==> src/dpm_pkg.sv <==
`timescale 1ns / 1ps
package dpm_pkg;

  localparam int FRAME_WIDTH_DEF  = 640;
  localparam int FRAME_HEIGHT_DEF = 480;
  localparam int COL_W    = 10;
  localparam int ROW_W    = 9;
  localparam int RAW_W    = 16;
  localparam int SLOPE_W  = 24;
  localparam int OFFSET_W = 28;
  localparam int DIST_W   = 28;
  localparam int DEN_W    = 42;
  localparam int QUO_W    = 42;
  localparam logic [RAW_W-1:0] RAW_LIMIT = 16'd2047;
  localparam logic [SLOPE_W-1:0]  SLOPE_RST  = 24'd51525;
  localparam logic [OFFSET_W-1:0] OFFSET_RST = 28'd55884060;
  localparam int QUEUE_DEPTH = 4;
  localparam int QUEUE_AW    = 2;

  localparam logic [0:0] OP_WRITE   = 1'b0;
  localparam logic [0:0] OP_PROJECT = 1'b1;

  localparam logic [0:0] REG_SLOPE  = 1'b0;
  localparam logic [0:0] REG_OFFSET = 1'b1;

  // one project beat as it leaves the front part
  typedef struct packed {
    logic [COL_W-1:0] column;
    logic [ROW_W-1:0] row;
    logic             in_frame;
    logic             last;
  } front_beat_t;

endpackage

==> src/dpm_queue.sv <==
`timescale 1ns / 1ps
// short fifo between front and back
module dpm_queue (
  input  logic                      clk,
  input  logic                      rst_n,
  input  logic                      push,
  input  dpm_pkg::front_beat_t      push_beat,
  input  logic [dpm_pkg::RAW_W-1:0] push_raw,
  input  logic                      pop,
  output logic                      not_empty,
  output dpm_pkg::front_beat_t      pop_beat,
  output logic [dpm_pkg::RAW_W-1:0] pop_raw
);
  localparam int AW = dpm_pkg::QUEUE_AW;

  dpm_pkg::front_beat_t      beat_q [dpm_pkg::QUEUE_DEPTH];
  logic [dpm_pkg::RAW_W-1:0] raw_q  [dpm_pkg::QUEUE_DEPTH];
  logic [AW-1:0]             wr_r, rd_r;
  logic [AW:0]               cnt_r;

  always_ff @(posedge clk) begin
    if (push) begin
      beat_q[wr_r] <= push_beat;
      raw_q[wr_r]  <= push_raw;
    end
  end

  // pointers and fill count
  always_ff @(posedge clk) begin
    if (!rst_n) begin
      wr_r <= '0;
      rd_r <= '0;
      cnt_r <= '0;
    end else begin
      if (push) wr_r <= wr_r + 1'b1;
      if (pop)  rd_r <= rd_r + 1'b1;
      cnt_r <= cnt_r + (AW+1)'(push) - (AW+1)'(pop);
    end
  end

  assign not_empty = cnt_r != '0;
  assign pop_beat  = beat_q[rd_r];
  assign pop_raw   = raw_q[rd_r];
endmodule

==> config.mk <==
export PLATFORM = sky130hd
export DESIGN_NAME = dpm_queue
export DESIGN_NICKNAME = d
export VERILOG_FILES = /design/src/dpm_pkg.sv /design/src/dpm_queue.sv
export SDC_FILE = /design/constraint.sdc
export NUM_CORES = 1
export LEC_CHECK = 0
export BUFFER_PORTS_ARGS = -buffer_cell sky130_fd_sc_hd__buf_4
export CAP_MARGIN = 30
export CORE_MARGIN = 2
export CORE_UTILIZATION = 35
export DETAILED_ROUTE_END_ITERATION = 10
export PLACE_DENSITY = 0.65
export SKIP_CTS_REPAIR_TIMING = 1
export SLEW_MARGIN = 10
export SYNTH_ARGS = -nofsm -noshare
export SYNTH_HDL_FRONTEND = slang
export SYNTH_SLANG_ARGS = --single-unit
==> constraint.sdc <==
create_clock -name clk -period 2.8 [get_ports clk]
set_input_delay 0.56 -clock clk [delete_from_list [all_inputs] [get_ports clk]]
set_output_delay 0.56 -clock clk [all_outputs]
set_load 0.01 [all_outputs]
Word-level counts from Yosys, hierarchy flattened --
Memories as Yosys holds them, arrays and structs flattened. A register that Yosys moved wholly into a read port is not among the register bits. Index checks and enable logic that the tools add are counted.
Operators by class: add/sub/neg operators 4, multiplexer cells 6, reductions and logical operators 1
Operators with widths (number):
- 2-bit two-way mux | 4
- 2-bit by 1-bit adder with 2-bit output, second input constant | 2
- 3-bit by 1-bit adder with 3-bit output | 1
- 3-bit nonzero test | 1
- 3-bit by 1-bit subtractor with 3-bit output | 1
- 1-bit two-way mux | 2
Storage, ports and cells: register bits 7, RAM bits 148, output and inout bits 38, memories kept 2
Memory list:
- beat_q | depth 4, width 21, read ports 1, clocked after memory_dff 1, write ports 1, RTL line dpm_queue.sv:16 | dpm_pkg::front_beat_t beat_q [dpm_pkg::QUEUE_DEPTH];
- raw_q | depth 4, width 16, read ports 1, clocked after memory_dff 1, write ports 1, RTL line dpm_queue.sv:17 | logic [dpm_pkg::RAW_W-1:0] raw_q [dpm_pkg::QUEUE_DEPTH];

Longest topological paths before layout --
Gate-level depths: netlist of the first run.
word-level depth 3, mapped depth 7, gate-level depth less buffers 7

Least setup slack after synthesis of the first run --
Ideal clock, no wire load.
path type input -> register, start point input port push, end point memory beat_q[0][0] in the netlist's numbering, enable pin, arrival 1.465 ns, path slack 0.938 ns, cell stages on the path 1, path through and2_1
Between the ends: longest elaborated chain between the ends 2
Ends and longest elaborated chain:
- start, declared | RTL line dpm_queue.sv:6 | input logic push,
- 1-bit two-way mux | RTL line dpm_queue.sv:22 | if (push) begin
- 1-bit two-way mux (not written as such) | RTL line dpm_queue.sv:23 | beat_q[wr_r] <= push_beat;
- end, declared | RTL line dpm_queue.sv:16
No other way between the ends.

==> results.json, run 1 <==
{
  "synth_top_area_cell": "edfxtp_1",
  "worstPathMaxFanout": 13,
  "min_path_cells": 1,
  "wl_met2_mm": 5.14,
  "p_int_mw": 4.25,
  "p_leak_nw": 2.50,
  "peakVddDrop_mv": 0.369,
  "synth_area_um2": 5830,
  "ff2ff_setup_slack_ps": 1190,
  "hold_viol_final": 0,
  "status": "finished, final reports clean",
  "ios": 79,
  "p_per_area_nw_per_um2": 751,
  "switching_share": 0.223,
  "fin_nets": 380,
  "critPathLaunchType": "register",
  "vias": 2603,
  "reg2regPathDepth": 7,
  "dp_slack_ps": 586,
  "synthesis.nets": 283,
  "setup_tns_ps": 0,
  "ys_ff_latch": 157,
  "tightest_slew_ps": 605,
  "wl_met3_um": 593,
  "syn_inst": 235,
  "grt_pass1_wl_mm": 15.5,
  "p_clk_frac": 0.393,
  "p_total_mw": 5.47,
  "fin_hold_ws_ps": 341,
  "clock-sinks": 157,
  "routedWlPerCell_um": 17.7,
  "syn_avg_cell_area_um2": 24.8,
  "antenna_found_initial": 0,
  "track_usage": 0.120,
  "timing.final.crit_share": 0.921,
  "port_buffers": 78,
  "area_delta_synth_final_pct": 24.8,
  "antenna-diode-count": 0,
  "fin_worst_skew_ps": 7.28,
  "synth_common_cells": "148 x edfxtp_1, 30 x mux4_2, 9 x dfxtp_1",
  "place_area_um2": 6720,
  "fp.coreArea_um2": 16400,
  "cts.clk_slew.worst_paths_ps": 60,
  "drv_slew": 0,
  "synth_top_area_frac": 0.762,
  "die_w_um": 133,
  "finalInstanceArea_um2": 7280,
  "ys_warn_count": 0,
  "hp-class": "in2reg",
  "top_layer_used": "met4",
  "period_needed_ps": 2580,
  "postRouteAntennaNets": 0,
  "pwr-share-comb": 0.105,
  "dieArea_um2": 17700,
  "dominantRegCellSynth": "edfxtp_1",
  "start_util": 0.356,
  "dp.cells": 533,
  "ctsHtreeMaxLevel": 4,
  "synth_cell_types": 20,
  "drt-total-wl_mm": 10.0,
  "async_reset_ff_frac": 0,
  "clk_path_buf_depth": 2,
  "maxCapViolCount": 0,
  "overflow": 0,
  "vias_per_cell": 4.61,
  "final.setup.worst_slack_ps": 221,
  "place_hpwl_mm": 6.08,
  "synth.most_common_cell": "edfxtp_1",
  "grt_max_degree": 38,
  "max_slew_margin": 0.597,
  "fillers": 1399,
  "drtIter0Drc": 121,
  "critPathCaptureType": "output port",
  "crit_type": "reg2out",
  "drive_above_1_share": 0.443,
  "fin_util": 0.444,
  "die_y_um": 133,
  "cts-root-buf": "clkbuf_16",
  "place.gp.congestion": 0.659,
  "cts_inserted_buffers": 17,
  "setup_violations": 0,
  "timing.fmax_mhz": 388,
  "insertion_delay_ps": 420,
  "cp.required_ps": 2240,
  "first_global_vias": 2806,
  "synth_area_leaders": "edfxtp_1 76%, mux4_2 12%, mux4_1 3.2%",
  "cts_tree": "built",
  "synth_edf_count": 148,
  "rows": 47,
  "ys_seq_area_frac": 0.793,
  "power_switching_mw": 1.22,
  "rsz0062_at_grt": "no",
  "drc": 0,
  "crit_arrival_ps": 2020,
  "dr.pass1.iters": 4,
  "power_frac_seq": 0.502,
  "fin_cells": 565,
  "drt-met1-wl_mm": 4.09
}
## final cells by class
type                    instances  area [µm²]  area share
well taps                     220         275      0.0378
inverters                       7        26.3     0.00361
multi-input cells              63        1100       0.151
clock buffers                  17         425      0.0584
repair buffers                 86         696      0.0955
flip-flops and latches        157        4630       0.636
clock inverters                15         135      0.0186
## metal layers
layer / global-route usage / vias to the layer above
met3: 0.0441 / 15
met5: 0 / -
met4: 0.0514 / 0
li1: - / 1181
met2: 0.198 / 69
met1: 0.143 / 1338
## final timing paths
check,start,end
max,register,pop_beat[0]
min,push_beat[7],beat_q[2][7]
max reg2reg,cnt_r[0],cnt_r[2]
min reg2reg,rd_r[1],register
## kinds of logic after synthesis
group / after synthesis / synth area share
xor gates and xnor gates: 3 / 0.00708
DFF: 157 / 0.793
muxes: 38 / 0.149
buffers and inverters: 15 / 0.0202
and+or+nand+nor: 13 / 0.0120
adders and majority gates: 7 / 0.0163
AOI/OAI and AO/OA: 2 / 0.00257
## worst max-delay path, cell delays in order, from the launching register on
cell and delay [ps]:
dfxtp_2 500, buf_4 330, mux4_1 600, buf_4 170
## layout by cell type, fill, tap and decap left out, drive strengths merged
master	synthesis	final
dfxtp	9	9
nor2	5	5
buf	7	86
nand3b	1	1
mux4	37	37
mux2i	1	1
ha	6	6
clkinvlp	0	3
clkbuf	1	17
inv	7	15
a21bo	1	1
a21oi	1	1
edfxtp	148	148
bufinv	0	1
fa	1	1
clkinv	0	3
xor3	1	1
xnor2	2	2
and2	6	6
or3	1	1
## power groups by stage
stage,clock (mW),combinational [mW],sequential (mW)
floorplan,0,0.338,2.77
global placement,0,0.579,2.79
detailed placement,0,0.592,2.79
CTS,2.21,0.594,2.75
global route,2.30,0.626,2.75
finish,2.15,0.576,2.74
## sequential cells by signal, summed over array words and instances (netlist names), named ones only
| register | cells |
|---|---|
| wr_r | 2 |
| beat_q | 84 |
| raw_q | 64 |
| cnt_r | 3 |
| rd_r | 2 |
(Power assumes the default switching activity.)
==> run 2, diff against run 1 <==
==> constraint.sdc (replaced) <==
create_clock -name clk -period 2.98 [get_ports clk]
set_input_delay 0.596 -clock clk [delete_from_list [all_inputs] [get_ports clk]]
set_output_delay 0.596 -clock clk [all_outputs]
set_load 0.01 [all_outputs]
==> run 2 against run 1 <==
  * Non-clock buffer count down 1
  * Clock skew up 2.7 ps
  * Setup slack better by 240 ps
  * Cell area up 0.24%
  * Cell count down 0.18%
  * Largest cell class unchanged
==> results.json, run 2 (same netlist as run 1, synthesis figures left out) <==
{
  "fin_hold_ws_ps": 370,
  "cts_inserted_buffers": 17,
  "r2r-start": "wr_r[0]",
  "multi_input_area_um2": 1100,
  "drive_above_1_share": 0.439,
  "crit_type": "reg2out",
  "setup_violations": 0,
  "rows": 47,
  "place_hpwl_mm": 6.28,
  "layout_common_cells": "148 x edfxtp_1, 80 x buf_4, 30 x mux4_2",
  "vias": 2622,
  "clk_path_buf_depth": 2,
  "hp-class": "in2reg",
  "fillers": 1409,
  "ff2ff_setup_slack_ps": 1320,
  "grt_max_degree": 24,
  "insertion_delay_ps": 420,
  "tightest_slew_ps": 558,
  "fin_worst_skew_ps": 10.0,
  "cp.required_ps": 2380,
  "vias_per_cell": 4.65,
  "max_slew_margin": 0.628,
  "fin_nets": 379,
  "overflow": 0,
  "track_usage": 0.127,
  "antenna_found_initial": 0,
  "p_leak_nw": 2.50,
  "ctsHtreeMaxLevel": 4,
  "timing.fmax_mhz": 397,
  "dr.pass1.iters": 6,
  "largest_reg_flops": 84,
  "ios": 79,
  "die_y_um": 133,
  "postRouteAntennaNets": 0,
  "peakVddDrop_mv": 0.356,
  "start_util": 0.356,
  "critPathLaunchType": "register",
  "routedWlPerCell_um": 18.4,
  "hold_viol_final": 0,
  "grt_pass1_wl_mm": 16.3,
  "period_needed_ps": 2520,
  "fin_util": 0.445,
  "drv_slew": 0,
  "fp.coreArea_um2": 16400,
  "drtIter0Drc": 154,
  "seq_area_um2": 4630,
  "layout_commonest_cell": "edfxtp_1",
  "maxCapViolCount": 0,
  "die_w_um": 133,
  "crit_arrival_ps": 1920,
  "timing.final.crit_share": 0.846,
  "final.setup.worst_slack_ps": 460,
  "p_per_area_nw_per_um2": 714,
  "drc": 0,
  "critPathCaptureType": "output port",
  "dp_slack_ps": 856,
  "dieArea_um2": 17700,
  "min-delay-start": "push_raw[8]",
  "p_total_mw": 5.21,
  "status": "finished, final reports clean",
  "largestRegisters": "beat_q x84, raw_q x64, cnt_r x3",
  "place.gp.congestion": 0.621,
  "drt-total-wl_mm": 10.4,
  "first_global_vias": 2940,
  "cts.clk_slew.worst_paths_ps": 60,
  "worstPathMaxFanout": 21,
  "rsz0062_at_grt": "no",
  "antenna-diode-count": 0,
  "cts-root-buf": "clkbuf_16",
  "cts_tree": "built",
  "port_buffers": 78,
  "area_delta_synth_final_pct": 25.1,
  "clock-sinks": 157,
  "setup_tns_ps": 0,
  "top_register": "beat_q"
}
-- run 2: changes by cell type in the layout (fill, tap and decap cells not counted) --
cell / delta
clkbuf_1: +2
buf_12: +1
inv_6: -5
clkinv_4: +2
clkinv_1: -1
buf_4: -2
bufinv_16: +1
clkinv_2: +1
-- run 2: path summary, 6_finish.rpt --
check,end,depth (start not counted)
max reg2reg,raw_q[2][4],4
max,pop_beat[1],3
min,raw_q[0][8],1
min reg2reg,register,2
-- run 2: routing by layer --
metal	GRT usage	up-vias	routed length, µm	part of all wire
met5	0	-	0	0
met4	0.0532	0	142	0.014
met3	0.0453	11	513	0.050
met2	0.206	66	5180	0.50
met1	0.156	1369	4510	0.44
li1	-	1176	-	-
-- run 2: final cells by class --
cell class	instances	share of cell area
multi-input cells	63	0.150
inverters	7	0.00360
well taps	220	0.0377
flip-flops and latches	157	0.634
clock inverters	13	0.0192
repair buffers	85	0.0960
clock buffers	19	0.0593
-- run 2: metrics by stage --
stage / instance area (µm²) / std cells
detailed placement: 6730 / 532
finish: 7300 / 564
CTS: 7300 / 564
global placement: 6730 / 532
floorplan: 5830 / 235
global route: 7300 / 564
-- run 2: critical path, stage by stage (launching register included) --
cell	delay (ps)
dfxtp_2	320
buf_4	370
mux4_1	640
buf_4	170
-- run 2: report_power, final --
group          leakage, nW  switching [mW]  internal, mW  total, mW
sequential            1.43          0.0374          2.53       2.57
combinational        0.792           0.247         0.298      0.545
clock                0.272           0.858          1.24       2.09
total                 2.50            1.14          4.07       5.21
==> run 3, diff against run 2 <==
==> constraint.sdc (replaced) <==
create_clock -name clk -period 2.5 [get_ports clk]
set_input_delay 0.5 -clock clk [delete_from_list [all_inputs] [get_ports clk]]
set_output_delay 0.5 -clock clk [all_outputs]
set_load 0.01 [all_outputs]
==> run 3 against run 2 <==
  * Sequential share of layout area hardly changed
  * Clock power is 16% higher
  * Worst hold slack worse by 90 ps
  * Die area stayed put
  * Setup slack worse by 350 ps
  * Cell area hardly changed
==> results.json, run 3 (same netlist as run 1, synthesis figures left out) <==
{
  "start_util": 0.356,
  "timing.fmax_mhz": 419,
  "maxCapViolCount": 0,
  "layout_common_cells": "148 x edfxtp_1, 80 x buf_4, 30 x mux4_2",
  "period_needed_ps": 2390,
  "port_buffers": 78,
  "worstPathMaxFanout": 19,
  "place_hpwl_mm": 6.07,
  "fin_worst_skew_ps": 8.09,
  "fp.coreArea_um2": 16400,
  "antenna_found_initial": 0,
  "die_y_um": 133,
  "crit_type": "reg2out",
  "drive_above_1_share": 0.433,
  "overflow": 0,
  "postRouteAntennaNets": 0,
  "dp.cells": 533,
  "routedWlPerCell_um": 17.4,
  "grt_max_degree": 33,
  "ctsHtreeMaxLevel": 4,
  "critPathCaptureType": "output port",
  "crit_arrival_ps": 1890,
  "drc": 0,
  "critPathLaunchType": "register",
  "top_register": "beat_q",
  "clock-sinks": 157,
  "p_leak_nw": 2.50,
  "hold_viol_final": 0,
  "cp.required_ps": 2000,
  "vias": 2601,
  "setup_tns_ps": 0,
  "layout_commonest_cell": "edfxtp_1",
  "p_total_mw": 6.14,
  "grt_pass1_wl_mm": 15.7,
  "status": "finished, final reports clean",
  "ff2ff_setup_slack_ps": 950,
  "place.gp.congestion": 0.655,
  "vias_per_cell": 4.61,
  "cts-root-buf": "clkbuf_16",
  "p_per_area_nw_per_um2": 841,
  "peakVddDrop_mv": 0.448,
  "track_usage": 0.121,
  "fin_nets": 380,
  "antenna-diode-count": 0,
  "final.setup.worst_slack_ps": 113,
  "hp-class": "in2reg",
  "finalInstanceArea_um2": 7300,
  "clk_path_buf_depth": 2,
  "drt-total-wl_mm": 9.82,
  "cts_tree": "built",
  "setup_violations": 0,
  "dp_slack_ps": 526,
  "dr.pass1.iters": 4,
  "first_global_vias": 2866,
  "fin_cells": 564,
  "largestRegisters": "beat_q x84, raw_q x64, cnt_r x3",
  "timing.final.crit_share": 0.955,
  "place_area_um2": 6750,
  "drv_slew": 0,
  "die_w_um": 133,
  "area_delta_synth_final_pct": 25.1,
  "dieArea_um2": 17700,
  "max_slew_margin": 0.797,
  "rsz0062_at_grt": "no",
  "cts_inserted_buffers": 17,
  "drtIter0Drc": 180,
  "rows": 47,
  "tightest_slew_ps": 304,
  "ios": 79,
  "cts.clk_slew.worst_paths_ps": 60,
  "insertion_delay_ps": 420,
  "largest_reg_flops": 84
}
run 3: final cells by class:
| type | instances | area [µm²] |
|---|---|---|
| Clock buffer | 19 | 433 |
| Clock inverter | 12 | 121 |
| Fill cell | 1406 | 9110 |
| Inverter | 7 | 26.3 |
| Multi-Input combinational cell | 63 | 1100 |
| Sequential cell | 157 | 4630 |
| Tap cell | 220 | 275 |
| Timing Repair Buffer | 86 | 721 |
run 3: path summary, 6_finish.rpt:
check                           depth (start not counted)    startpoint           end
worst max register to register                          7      cnt_r[0]      cnt_r[2]
worst max-delay path                                    3      register   pop_beat[2]
worst min register to register                          2       rd_r[0]      register
worst min-delay path                                    1  push_beat[6]  beat_q[0][6]
run 3: power breakdown:
group	internal (mW)	switching [mW]
clock	1.45	0.965
sequential	3.02	0.0415
combinational	0.363	0.298
total	4.84	1.30
run 3: worst max-delay path, cell delays in order (launching register included):
cell and delay (ps):
dfxtp_2 500, buf_12 250, mux4_1 560, buf_4 160
run 3: stage by stage:
| stage | hold WS [ps] | utilization |
|---|---|---|
| final | 280 | 0.445 |
| after global routing | 267 | 0.445 |
| after CTS | 267 | 0.445 |
| after detailed placement | 525 | 0.411 |
| after global placement | 518 | 0.411 |
| after floorplan | 499 | - |
run 3: layer usage:
metal  vias up  global-route usage  part of all wire
met2        61               0.203              0.52
met1      1354               0.144              0.42
met5         -                   0                 0
li1       1174                   -                 -
met3        12              0.0392             0.049
met4         0              0.0532             0.018
